File: config.mk
export PLATFORM = sky130hd
export DESIGN_NAME = disk_sector_bitmap_allocator
export DESIGN_NICKNAME = d
export VERILOG_FILES = /design/src/dsba_pkg.sv /design/src/dsba_ram.sv /design/src/disk_sector_bitmap_allocator.sv
export SDC_FILE = /design/constraint.sdc
export NUM_CORES = 2
export LEC_CHECK = 0
export BUFFER_PORTS_ARGS = -buffer_cell sky130_fd_sc_hd__buf_4
export CORE_MARGIN = 4
export CORE_UTILIZATION = 38
export DETAILED_ROUTE_END_ITERATION = 10
export GPL_ROUTABILITY_DRIVEN = 0
export SETUP_SLACK_MARGIN = 0.3
export SYNTH_ARGS = -nofsm -noshare
export SYNTH_HDL_FRONTEND = slang
export SYNTH_HIERARCHICAL = 1
export SYNTH_SLANG_ARGS = --single-unit
File: constraint.sdc
create_clock -name clk -period 19.85 [get_ports clk]
set_input_delay 3.97 -clock clk [delete_from_list [all_inputs] [get_ports clk]]
set_output_delay 3.97 -clock clk [all_outputs]
set_load 0.005 [all_outputs]
File: src/dsba_pkg.sv
`timescale 1ns / 1ps
// ----------------------------------------------------------------------------
// dsba_pkg
// Shared types, constants and zone helpers for the sector bitmap allocator.
// ----------------------------------------------------------------------------
package dsba_pkg;

  localparam int TRK_W = 7;
  localparam int SEC_W = 5;
  localparam int SUM_W = 11;
  localparam int MAP_W = 21;   // widest track map any zone can have

  localparam int SIDE_TRACKS = 35;
  localparam logic [TRK_W-1:0] CATALOG_TRACK = 7'd18;
  localparam logic [TRK_W-1:0] MAP1_TRACK    = 7'd53;
  localparam logic [MAP_W-1:0] DIR_MASK      = 21'h03;
  localparam logic [MAP_W-1:0] MAP1_MASK     = 21'h01;

  localparam logic [SEC_W-1:0] ZONE0_SECTORS = 5'd21;
  localparam logic [SEC_W-1:0] ZONE1_SECTORS = 5'd19;
  localparam logic [SEC_W-1:0] ZONE2_SECTORS = 5'd18;
  localparam logic [SEC_W-1:0] ZONE3_SECTORS = 5'd17;

  localparam logic [2:0] OP_QUERY  = 3'd0;
  localparam logic [2:0] OP_ALLOC  = 3'd1;
  localparam logic [2:0] OP_FREE   = 3'd2;
  localparam logic [2:0] OP_NEAR   = 3'd3;
  localparam logic [2:0] OP_FORMAT = 3'd4;

  // Sectors on a track, capped at ms; 0 for tracks off both sides.
  function automatic logic [SEC_W-1:0] zone_sectors(input logic [TRK_W-1:0] t,
                                                     input logic [SEC_W-1:0] ms);
    logic [TRK_W-1:0] r;
    logic [SEC_W-1:0] n;
    r = (t > TRK_W'(SIDE_TRACKS)) ? t - TRK_W'(SIDE_TRACKS) : t;
    n = '0;
    if (r >= 7'd1 && r <= 7'd17) n = ZONE0_SECTORS;
    else if (r >= 7'd18 && r <= 7'd24) n = ZONE1_SECTORS;
    else if (r >= 7'd25 && r <= 7'd30) n = ZONE2_SECTORS;
    else if (r >= 7'd31 && r <= 7'd35) n = ZONE3_SECTORS;
    if (n > ms) n = ms;
    return n;
  endfunction

  // Freshly formatted map of one track.
  function automatic logic [MAP_W-1:0] fmt_bits(input logic [TRK_W-1:0] t,
                                                input logic [SEC_W-1:0] ms);
    logic [MAP_W-1:0] b;
    b = (MAP_W'(1) << zone_sectors(t, ms)) - MAP_W'(1);
    if (t == CATALOG_TRACK) b = b & ~DIR_MASK;
    if (t == MAP1_TRACK) b = b & ~MAP1_MASK;
    return b;
  endfunction

  // Free total of a formatted disk, evaluated at elaboration.
  function automatic int fmt_sum(input int tc, input int ms);
    int s;
    logic [MAP_W-1:0] b;
    s = 0;
    for (int t = 1; t <= tc; t++) begin
      b = fmt_bits(TRK_W'(t), SEC_W'(ms));
      for (int i = 0; i < MAP_W; i++) s = s + int'(b[i]);
    end
    return s;
  endfunction

endpackage

File: src/dsba_ram.sv
`timescale 1ns / 1ps
// ----------------------------------------------------------------------------
// dsba_ram
// Generic single-write, single-read RAM with registered read data.
// ----------------------------------------------------------------------------
module dsba_ram #(
  parameter int WIDTH = 21,
  parameter int DEPTH = 70
) (
  input  logic                     clk,
  input  logic                     we,
  input  logic [$clog2(DEPTH)-1:0] waddr,
  input  logic [WIDTH-1:0]         wdata,
  input  logic [$clog2(DEPTH)-1:0] raddr,
  output logic [WIDTH-1:0]         rdata
);

  logic [WIDTH-1:0] mem [DEPTH];

  always_ff @(posedge clk) begin
    if (we) begin
      mem[waddr] <= wdata;
    end
    rdata <= mem[raddr];
  end

endmodule

File: src/disk_sector_bitmap_allocator.sv
`timescale 1ns / 1ps
// ----------------------------------------------------------------------------
// disk_sector_bitmap_allocator
// Free-sector bitmap of a two-sided zoned disk: query, allocate, free,
// allocate-near search and format, one request at a time.
// ----------------------------------------------------------------------------
// Allocate-near checks one candidate track a cycle from the bitmap RAM read
// port. A new request is taken while a result still waits on rsp_stall.
// Reset: synchronous; the map reads as formatted at once (per-track valid
// bits), no clearing pass.
module disk_sector_bitmap_allocator
  import dsba_pkg::*;
#(
  parameter int TRACK_COUNT = 70,
  parameter int MAX_SECTORS = 21
) (
  input  logic             clk,
  input  logic             rst,
  input  logic             req_valid,
  output logic             req_stall,
  input  logic [2:0]       operation,
  input  logic [TRK_W-1:0] track,
  input  logic [SEC_W-1:0] sector,
  output logic             rsp_valid,
  input  logic             rsp_stall,
  output logic             ok,
  output logic             bad_address,
  output logic [TRK_W-1:0] found_track,
  output logic [SEC_W-1:0] found_sector,
  output logic [SUM_W-1:0] free_total
);

  localparam int AW = $clog2(TRACK_COUNT);
  localparam logic [SUM_W-1:0] FMT_SUM = SUM_W'(fmt_sum(TRACK_COUNT, MAX_SECTORS));
  localparam logic [SEC_W-1:0] MS = SEC_W'(MAX_SECTORS);
  localparam logic [TRK_W:0]   TC_W = (TRK_W + 1)'(TRACK_COUNT);

  typedef enum logic [1:0] {S_IDLE, S_CHECK, S_SEARCH, S_FINISH} state_t;

  state_t                 state;
  logic [2:0]             op_q;
  logic [SEC_W-1:0]       sec_q;
  logic [TRK_W-1:0]       near_q;
  logic [TRK_W-1:0]       span;
  logic                   dir;
  logic                   gen_done;
  logic                   pend;
  logic [TRK_W-1:0]       last_trk;
  logic [TRACK_COUNT-1:0] valid_bits;
  logic [SUM_W-1:0]       free_sum;
  logic                   r_ok;
  logic                   r_bad;
  logic [TRK_W-1:0]       r_ft;
  logic [SEC_W-1:0]       r_fs;

  logic                   req_fire;
  logic                   addr_bad;
  logic [TRK_W-1:0]       near_in;
  logic [TRK_W:0]         cand;
  logic                   cand_ok;
  logic [MAX_SECTORS-1:0] ram_rdata;
  logic [MAX_SECTORS-1:0] cur_bits;
  logic [MAX_SECTORS-1:0] shifted;
  logic                   sel_bit;
  logic [SEC_W-1:0]       low_idx;
  logic                   found;
  logic                   ram_we;
  logic [AW-1:0]          ram_waddr;
  logic [MAX_SECTORS-1:0] ram_wdata;
  logic [AW-1:0]          ram_raddr;
  logic [AW-1:0]          last_idx;
  logic                   out_free;

  assign req_stall = (state != S_IDLE);
  assign req_fire  = req_valid && !req_stall;
  assign out_free  = !rsp_valid || !rsp_stall;

  assign addr_bad = (track == '0) || ({1'b0, track} > TC_W) ||
                    (sector >= zone_sectors(track, MS));
  assign near_in  = (track == '0) ? CATALOG_TRACK : track;

  // Next candidate of the outward search: above at even steps, below at odd.
  always_comb begin
    if (dir) begin
      cand    = {1'b0, near_q - span};
      cand_ok = (span < near_q);
    end else begin
      cand    = {1'b0, near_q} + {1'b0, span};
      cand_ok = 1'b1;
    end
    cand_ok = cand_ok && (cand != '0) && (cand <= TC_W) &&
              (cand[TRK_W-1:0] != CATALOG_TRACK) && (cand[TRK_W-1:0] != MAP1_TRACK);
  end

  // A track never written since format reads as its formatted pattern.
  assign last_idx = AW'(last_trk - TRK_W'(1));
  assign cur_bits = valid_bits[last_idx] ? ram_rdata
                                         : MAX_SECTORS'(fmt_bits(last_trk, MS));
  assign shifted  = cur_bits >> sec_q;
  assign sel_bit  = shifted[0];
  assign found    = pend && (cur_bits != '0);

  always_comb begin
    low_idx = '0;
    for (int i = MAX_SECTORS - 1; i >= 0; i--) begin
      if (cur_bits[i]) low_idx = SEC_W'(i);
    end
  end

  always_comb begin
    ram_raddr = '0;
    ram_we    = 1'b0;
    ram_waddr = last_idx;
    ram_wdata = cur_bits;
    unique case (state)
      S_IDLE: begin
        ram_raddr = AW'(track - TRK_W'(1));
      end
      S_CHECK: begin
        if (op_q == OP_ALLOC) begin
          ram_we    = sel_bit;
          ram_wdata = cur_bits & ~(MAX_SECTORS'(1) << sec_q);
        end else if (op_q == OP_FREE) begin
          ram_we    = !sel_bit;
          ram_wdata = cur_bits | (MAX_SECTORS'(1) << sec_q);
        end
      end
      S_SEARCH: begin
        ram_raddr = AW'(cand[TRK_W-1:0] - TRK_W'(1));
        ram_we    = found;
        ram_wdata = cur_bits & (cur_bits - MAX_SECTORS'(1));  // drop lowest free
      end
      S_FINISH: begin
      end
      default: begin
      end
    endcase
  end

  dsba_ram #(
    .WIDTH(MAX_SECTORS),
    .DEPTH(TRACK_COUNT)
  ) u_map (
    .clk  (clk),
    .we   (ram_we),
    .waddr(ram_waddr),
    .wdata(ram_wdata),
    .raddr(ram_raddr),
    .rdata(ram_rdata)
  );

  always_ff @(posedge clk) begin
    if (rst) begin
      state      <= S_IDLE;
      valid_bits <= '0;
      free_sum   <= FMT_SUM;
      rsp_valid  <= 1'b0;
      pend       <= 1'b0;
      gen_done   <= 1'b0;
    end else begin
      if (rsp_valid && !rsp_stall && state != S_FINISH) rsp_valid <= 1'b0;
      unique case (state)
        S_IDLE: begin
          if (req_fire) begin
            op_q     <= operation;
            sec_q    <= sector;
            last_trk <= track;
            r_ok     <= 1'b0;
            r_bad    <= 1'b0;
            r_ft     <= '0;
            r_fs     <= '0;
            priority case (1'b1)
              (operation == OP_QUERY) || (operation == OP_ALLOC) ||
              (operation == OP_FREE): begin
                if (addr_bad) begin
                  r_bad <= 1'b1;
                  state <= S_FINISH;
                end else begin
                  state <= S_CHECK;
                end
              end
              operation == OP_NEAR: begin
                if ({1'b0, near_in} > TC_W) begin
                  r_bad <= 1'b1;
                  state <= S_FINISH;
                end else begin
                  near_q   <= near_in;
                  span     <= '0;
                  dir      <= 1'b0;
                  gen_done <= 1'b0;
                  pend     <= 1'b0;
                  state    <= S_SEARCH;
                end
              end
              operation == OP_FORMAT: begin
                valid_bits <= '0;
                free_sum   <= FMT_SUM;
                r_ok       <= 1'b1;
                state      <= S_FINISH;
              end
              default: begin
                state <= S_FINISH;
              end
            endcase
          end
        end
        S_CHECK: begin
          if (op_q == OP_QUERY) begin
            r_ok <= sel_bit;
          end else if (ram_we) begin
            r_ok                 <= 1'b1;
            valid_bits[last_idx] <= 1'b1;
            free_sum <= (op_q == OP_ALLOC) ? free_sum - SUM_W'(1)
                                           : free_sum + SUM_W'(1);
          end
          state <= S_FINISH;
        end
        S_SEARCH: begin
          if (found) begin
            valid_bits[last_idx] <= 1'b1;
            free_sum <= free_sum - SUM_W'(1);
            r_ok     <= 1'b1;
            r_ft     <= last_trk;
            r_fs     <= low_idx;
            pend     <= 1'b0;
            state    <= S_FINISH;
          end else if (gen_done) begin
            pend  <= 1'b0;
            state <= S_FINISH;
          end else begin
            // read for this candidate lands next cycle
            pend     <= cand_ok;
            last_trk <= cand[TRK_W-1:0];
            if (!dir) begin
              dir <= 1'b1;
            end else begin
              dir <= 1'b0;
              if (span == TRK_W'(TRACK_COUNT - 1)) gen_done <= 1'b1;
              else span <= span + TRK_W'(1);
            end
          end
        end
        S_FINISH: begin
          if (out_free) begin
            rsp_valid    <= 1'b1;
            ok           <= r_ok;
            bad_address  <= r_bad;
            found_track  <= r_ft;
            found_sector <= r_fs;
            free_total   <= free_sum;
            state        <= S_IDLE;
          end
        end
        default: begin
          state <= S_IDLE;
        end
      endcase
    end
  end

endmodule

Word-level counts from Yosys, hierarchy flattened:

Memories as Yosys holds them, arrays and structs flattened. A register that Yosys moved wholly into a read port is not among the register bits.
Index checks and enable logic that the tools add are counted.

* $add $sub $neg: 12
* multipliers: 0
* div/mod/pow operators: 0
* $lt $le $gt $ge: 27
* equal/unequal tests: 31
* shifts and indexed selects: 3
* muxes and demuxes: 128
* bitwise gates (word level): 8
* reduce and logical (&&, ||, !) cells: 47

Operator list (count)
* two-way mux 70 bit: 7
* case mux 70 bit (3 select lines): 1
* two-way mux 5 bit: 33
* two-way mux 7 bit: 16
* two-way mux 11 bit: 8
* OR 70 bit: 1
* two-way mux 21 bit: 3
* case mux 7 bit (2 select lines): 4
* bitwise AND 21 bit: 2
* greater-or-equal comparator 7 x 5 -> 1 bit (second input constant): 6
* <= comparator 7 x 5 -> 1 bit (second input constant): 6
* case mux 21 bit (2 select lines): 1
* left shift 1 x 5 -> 21 bit (first input constant): 2
* two-way mux 1 bit: 37
* case mux 11 bit (3 select lines): 1
* != test 2 bit (second input constant): 15
* greater-or-equal comparator 7 x 1 -> 1 bit (second input constant): 3
* NOT 21 bit: 1
* OR 21 bit: 1
* nonzero test 21 bit: 1
* right shift 21 x 5 -> 1 bit: 1
* subtractor 21 x 1 -> 21 bit (second input constant): 1
* subtractor 21 x 2 -> 21 bit (second input constant): 1
* subtractor 7 x 1 -> 7 bit (second input constant): 3
* 49 further kinds: 101

* register bits after elaboration: 155
* latch bits: 0
* memory bits (writable): 1470
* memory bits (read-only): 0
* input bits: 19
* output and inout bits: 27
* logic and storage cells: 278
* memories: 1

Memory list
* u_map.mem: depth 70, width 21, rd ports 1, clocked after memory_dff 1, write ports 1, RTL line dsba_ram.sv:18 `logic [WIDTH-1:0] mem [DEPTH];`

Logic depth before layout (Yosys ltp):

* depth after elaboration: 38
* depth in mapped cells: 24
* mapped depth without buffers: 20

By module:

Netlist, hierarchy kept.

Modules (own cells, without submodules)
* dsba_ram: instances 1, cells each 2823, area each 57234.9 µm², sequential area each 44562.7 µm²
* disk_sector_bitmap_allocator: instances 1, cells each 1262, area each 10577.6 µm², sequential area each 3793.6 µm²

Worst setup path after synthesis:

No wires, ideal clock.

* kind: input -> register
* start: input track[3]
* end: register state[1]
* setup time: 128 ps
* data arrival time: 7596 ps
* required time: 19722 ps
* path slack: 12127 ps
* stages on the path: 21
* buffers on the path: 2
* cell sequence: clkbuf_1 or3_1 o21bai_1 a21oi_1 clkbuf_1 a21oi_1 o32a_1 o21ai_0 a31oi_1 nor2_1 o21ai_0 and2_1 o21ai_0 ha_1 nand2b_1 a21o_1 a211o_1 a221oi_1 a41oi_1 mux2i_1 nor2_1

* longest elaborated chain between the ends: 16
* elaborated cells between the ends (all ways): 30
* those cells by class: 1 x add/sub; 12 x order compare; 10 x mux; 7 x reduce/logical

Ends and longest elaborated chain
* start, declared: RTL line disk_sector_bitmap_allocator.sv:22 `input logic [TRK_W-1:0] track,`
* subtractor 7 x 6 -> 7 bit / greater-than comparator 7 x 6 -> 1 bit (equally long branches): RTL line dsba_pkg.sv:35 `r = (t > TRK_W'(SIDE_TRACKS)) ? t - TRK_W'(SIDE_TRACKS) : t;`
* two-way mux 7 bit: RTL line dsba_pkg.sv:35
* greater-or-equal comparator 7 x 5 -> 1 bit / <= comparator 7 x 6 -> 1 bit (equally long branches): RTL line dsba_pkg.sv:40 `else if (r >= 7'd31 && r <= 7'd35) n = ZONE3_SECTORS;`
* logical AND 1 bit: RTL line dsba_pkg.sv:40
* two-way mux 5 bit: RTL line dsba_pkg.sv:40
* two-way mux 5 bit: RTL line dsba_pkg.sv:39 `else if (r >= 7'd25 && r <= 7'd30) n = ZONE2_SECTORS;`
* two-way mux 5 bit: RTL line dsba_pkg.sv:38 `else if (r >= 7'd18 && r <= 7'd24) n = ZONE1_SECTORS;`
* two-way mux 5 bit: RTL line dsba_pkg.sv:37 `if (r >= 7'd1 && r <= 7'd17) n = ZONE0_SECTORS;`
* greater-than comparator 5 bit: RTL line dsba_pkg.sv:41 `if (n > ms) n = ms;`
* two-way mux 5 bit: RTL line dsba_pkg.sv:41
* greater-or-equal comparator 5 bit: RTL line disk_sector_bitmap_allocator.sv:79 `(sector >= zone_sectors(track, MS));`
* logical OR 1 bit (*): RTL line disk_sector_bitmap_allocator.sv:78 `assign addr_bad = (track == '0) || ({1'b0, track} > TC_W) ||`
* two-way mux 2 bit (*): RTL line disk_sector_bitmap_allocator.sv:175 `if (addr_bad) begin`
* two-way mux 2 bit (*): RTL line disk_sector_bitmap_allocator.sv:172 `priority case (1'b1)`
* two-way mux 2 bit (*): RTL line disk_sector_bitmap_allocator.sv:164 `if (req_fire) begin`
* case mux 2 bit (4 select lines) (*): RTL line disk_sector_bitmap_allocator.sv:162 `unique case (state)`
* end signal, assigned: RTL line disk_sector_bitmap_allocator.sv:177 `state <= S_FINISH;`
* end signal, assigned: RTL line disk_sector_bitmap_allocator.sv:179 `state <= S_CHECK;`
* end signal, assigned: RTL line disk_sector_bitmap_allocator.sv:185 `state <= S_FINISH;`
* end, declared: RTL line disk_sector_bitmap_allocator.sv:40 `state_t state;`

Mark *: on every way between the ends. The rest lies on a longest branch, timed or not. The select of a mux whose other input is x is not followed.
A chain may end at the register's enable or synchronous reset.

Worst setup path in the final report:

* start: register last_trk[0]
* end: memory u_map.mem[69][5], enable pin

* elaborated cells between the ends (all ways): 40
* those cells by class: 3 x add/sub; 10 x order compare; 2 x eq/ne; 2 x shift; 16 x mux; 7 x reduce/logical

RTL lines
* start, declared: RTL line disk_sector_bitmap_allocator.sv:48 `logic [TRK_W-1:0] last_trk;`
* start signal, assigned: RTL line disk_sector_bitmap_allocator.sv:167 `last_trk <= track;`
* start signal, assigned: RTL line disk_sector_bitmap_allocator.sv:233 `last_trk <= cand[TRK_W-1:0];`
* subtractor 7 x 1 -> 7 bit (*): RTL line disk_sector_bitmap_allocator.sv:96 `assign last_idx = AW'(last_trk - TRK_W'(1));`
* named net last_idx[0]: RTL line disk_sector_bitmap_allocator.sv:71 `logic [AW-1:0] last_idx;`
* binary-select mux 1 bit (select 7 bit) (*): RTL line disk_sector_bitmap_allocator.sv:97 `assign cur_bits = valid_bits[last_idx] ? ram_rdata`
* two-way mux 1 bit (not written as such) (*): RTL line disk_sector_bitmap_allocator.sv:97
* two-way mux 21 bit (*): RTL line disk_sector_bitmap_allocator.sv:97
* right shift 21 x 5 -> 1 bit: RTL line disk_sector_bitmap_allocator.sv:99 `assign shifted = cur_bits >> sec_q;`
* logical NOT 1 bit: RTL line disk_sector_bitmap_allocator.sv:124 `ram_we = !sel_bit;`
* two-way mux 1 bit: RTL line disk_sector_bitmap_allocator.sv:123 `end else if (op_q == OP_FREE) begin`
* two-way mux 1 bit: RTL line disk_sector_bitmap_allocator.sv:120 `if (op_q == OP_ALLOC) begin`
* case mux 1 bit (2 select lines) (*): RTL line disk_sector_bitmap_allocator.sv:115 `unique case (state)`
* named net ram_we: RTL line disk_sector_bitmap_allocator.sv:67 `logic ram_we;`
* two-way mux 1 bit (*): RTL line dsba_ram.sv:21 `if (we) begin`
* two-way mux 1 bit (not written as such) (*): RTL line dsba_ram.sv:22 `mem[waddr] <= wdata;`
* end, declared: RTL line dsba_ram.sv:18

Mark *: on every way through the listed nets, which the timed path passes. The rest lies on a longest branch. The select of a mux whose other input is x is not followed.

==> flow_summary.yaml <==
sta:
  worstMarginPinSlew_ns: 1.36
  relSlewSlack: 0.0916
  rsz0062_at_grt: "no"
  skew_ns: 0.0581
  fmax_mhz: 99.9
  period_needed_ns: 10.01
  final_hold_viol_count: 0
  setup_viol: 0
  period_share: 0.504
  slew_violations: 0
  fin_ws_ns: 9.84
  fin_setup_tns_ns: 0
pwr:
  p_switching_mw: 5.50
  switching_share: 0.397
  internal_power_mw: 8.37
  comb_power_share: 0.413
  ir_drop_uv: 279
  power.density_nw_per_um2: 182
  p_leak_nw: 24.2
  power_frac_clock: 0.217
  seq_power_share: 0.370
die:
  die_h_um: 430
  dieArea_um2: 185000
  coreArea_um2: 177000
  die_w_um: 430
  num_rows: 154
  ioPinCount: 46
  start_util: 0.383
status:
  status: "finished clean"
placement:
  io_buffer_count: 45
  hpwlAfterDp_um: 110000
  pre_cts_ws_ns: 10.01
yosys:
  synth_top_area_frac: 0.682
  ys.flop_type: "edfxtp_1"
  syn_avg_cell_area_um2: 16.6
  synth_cells: 4085
  netlist_area_um2: 67800
  yosys_warnings: 6
  async_reset_ff_frac: 0
  synth_top_cell_by_area: "edfxtp_1"
  ys_ff_latch: 1646
  ys_seq_area_frac: 0.713
  synth_cell_types: 98
  synth_enable_flop_cells: 1539
  synth_top_cells_by_area: "edfxtp_1 (68%), mux4_2 (6.5%), mux2i_1 (6.5%)"
  syn-num-nets: 4142
route:
  routedWlPerCell_um: 27.4
  wirelength_um: 182000
  vias: 38100
  first_pass_iters: 6
  ant_nets: 0
  drt_iter0_markers: 4748
  vias_per_cell: 5.73
  route.detailed.drc: 0
global_routing:
  grt_use_total: 0.192
  grt_pass1_wl_um: 262000
  grt_max_degree: 123
  antenna_found_initial: 7
  grt_overflow: 0
  grt_pass1_vias: 36300
finish:
  area_growth_pct: 12.6
  drive_gt1_frac: 0.168
  final_nets: 4236
clocking:
  numCtsBuffers: 166
  cts_tree: "yes"
  post_cts_resized: 0
  cts-root-buf: "clkbuf_16"
  cts_hold_buffers: 0
  cts_sinks: 1646
  cts.clk_slew.worst_paths_ns: 0.07
  cts.path.max_buffers: 3
  clk_latency_ns: 0.82
  h-tree-depth: 4
  postCtsSetupBuffers: 0
setup_path:
  critPathLaunchType: "flip-flop"
  cp_slowest_cell: "nor2_2"
  slowest_delay_ns: 1.33
  cp_max_fo: 43
  cp.required_ns: 20.24
  end_kind: "flip-flop"
  path_class: "reg2reg"
  path_cells: "buf_4 > clkinv_1 > ha_1 > xnor2_4 > inv_2 > and3_1 > o32ai_1 > a21oi_1 > a311o_1 > or3_1 > mux2_4 > a311o_1 > nor4_1 > or2_2 > a21oi_1 > inv_1 > nor2b_1 > nand3_1 > nor2_2"
  cp.buffers_inverters: 4
  path_delay_family: "simple AND/OR/NAND/NOR gates"
  arrival_ns: 10.40
hold_path:
  hp-class: "reg2reg"
job:
  maxCapViolCount: 0
## final timing paths
check / startpoint / end / slack, ns / cells past startpoint
hold reg to reg: r_fs[3] / found_sector[3] / 0.42 / 0
setup reg to reg: last_trk[0] / u_map/mem[69][5] / 9.84 / 19
setup / recovery: last_trk[0] / u_map/mem[69][5] / 9.84 / 19
hold / removal: r_fs[3] / found_sector[3] / 0.42 / 0
## layout by cell type, fill, tap and decap left out, types with 10 or more instances in the layout
cell type,instances
and2_1,18
nor2b_1,21
clkbuf_1,49
edfxtp_1,1539
a41o_1,22
buf_4,153
nand3b_1,11
mux2i_1,439
a2bb2oi_1,21
a211oi_1,10
a221oi_1,25
nor4_1,14
o22ai_1,100
o22a_1,24
a21oi_1,62
nor2_2,65
inv_1,46
or3_1,19
nor2_1,210
a31oi_1,11
nor3_1,55
nand4_1,12
nand3_1,82
mux4_2,196
a22oi_1,44
o21bai_1,10
clkinv_1,34
nand2_1,195
dfxtp_1,107
o21ai_0,133
ha_1,36
o211ai_1,10
clkbuf_16,168
xnor2_1,22
clkinv_2,19
nand2b_1,25
o2111ai_1,22
o21ai_1,50
## worst reg2reg max path, cell delays in order (launching register included)
cell      delay [ns]
edfxtp_1        0.32
buf_4           0.40
clkinv_1        0.75
ha_1            0.67
xnor2_4         0.78
inv_2           0.57
and3_1          0.36
o32ai_1         0.26
a21oi_1         0.11
a311o_1         0.48
or3_1           0.77
mux2_4          0.47
a311o_1         0.37
nor4_1          0.33
or2_2           0.17
a21oi_1         0.10
inv_1           0.31
nor2b_1         0.31
nand3_1         0.70
nor2_2          1.33
## layer usage
metal  routed length (um)  GRT usage  part of all wire  up-vias
met5                    0          0                 0        -
met4                 5740     0.0619             0.031        0
met3                13700     0.0323             0.075      272
met1                76800      0.271              0.42    19800
met2                86300      0.304              0.47     1636
li1                     -          -                 -    16500
## state kept, by name, indices dropped and copies added, names as in the netlist, 11 cells and up
signal and count:
valid_bits 70, free_sum 11, u_map/rdata 21, u_map/mem 1470
free_total 11
## final cells by class
cell class / count / area [um2]
diodes: 1 / 2.50
clock buffers: 225 / 4500
clock inverters: 78 / 723
fillers: 15500 / 101000
inverters: 50 / 188
multi-input cells: 2156 / 18400
flip-flops and latches: 1646 / 48400
well taps: 2340 / 2930
repair buffers: 159 / 1260
## cells in the mapped netlist, types with 12 or more instances
cell type and number:
or3_1 19, a21oi_1 63, a221oi_1 25, and2_1 18, a31oi_1 13, dfxtp_1 107, mux4_2 196, edfxtp_1 1539
nor2b_1 23, nand2b_1 25, nor2_1 280, o21ai_0 137, buf_6 30, ha_1 36, o21ai_1 50, nand3_1 82
nor4_1 15, o22ai_1 104, buf_4 46, o22a_1 24, inv_1 46, clkbuf_1 92, mux2i_1 439, nand2_1 195
nand4_1 12, a22oi_1 44, o2111ai_1 22, nor3_1 60, a41o_1 22, buf_2 54, xnor2_1 22, a2bb2oi_1 21
## stage by stage
stage | instance area [um2] | hold slack [ns] | cells | power (mW) | utilization
after floorplan | 67800 | 0.400 | 4085 | 8.66 | -
after global placement | 71100 | 0.405 | 6350 | 10.8 | 0.402
after detailed placement | 71100 | 0.405 | 6351 | 10.9 | 0.402
after CTS | 76300 | 0.419 | 6654 | 13.9 | 0.432
after global routing | 76400 | 0.422 | 6655 | 14.3 | 0.432
final | 76400 | 0.417 | 6655 | 13.9 | 0.432
## power by group through the flow
| stage | combinational, mW | sequential [mW] | clock [mW] |
|---|---|---|---|
| floorplan | 3.44 | 5.23 | 0 |
| detailed placement | 5.72 | 5.19 | 0 |
| finish | 5.73 | 5.13 | 3.01 |
| global placement | 5.66 | 5.19 | 0 |
| global route | 5.99 | 5.13 | 3.21 |
| CTS | 5.73 | 5.12 | 3.07 |
## cell families after synthesis
| logic type | count (synthesis) | share of synthesized area |
|---|---|---|
| AOI/OAI and AO/OA | 647 | 0.0650 |
| xor gates and xnor gates | 29 | 0.00402 |
| adders and majority gates | 38 | 0.00723 |
| buffers and inverters | 283 | 0.0231 |
| DFF | 1646 | 0.713 |
| muxes | 644 | 0.131 |
| other | 1 | 0.0000553 |
| and+or+nand+nor | 797 | 0.0560 |
(Power assumes the default switching activity.)
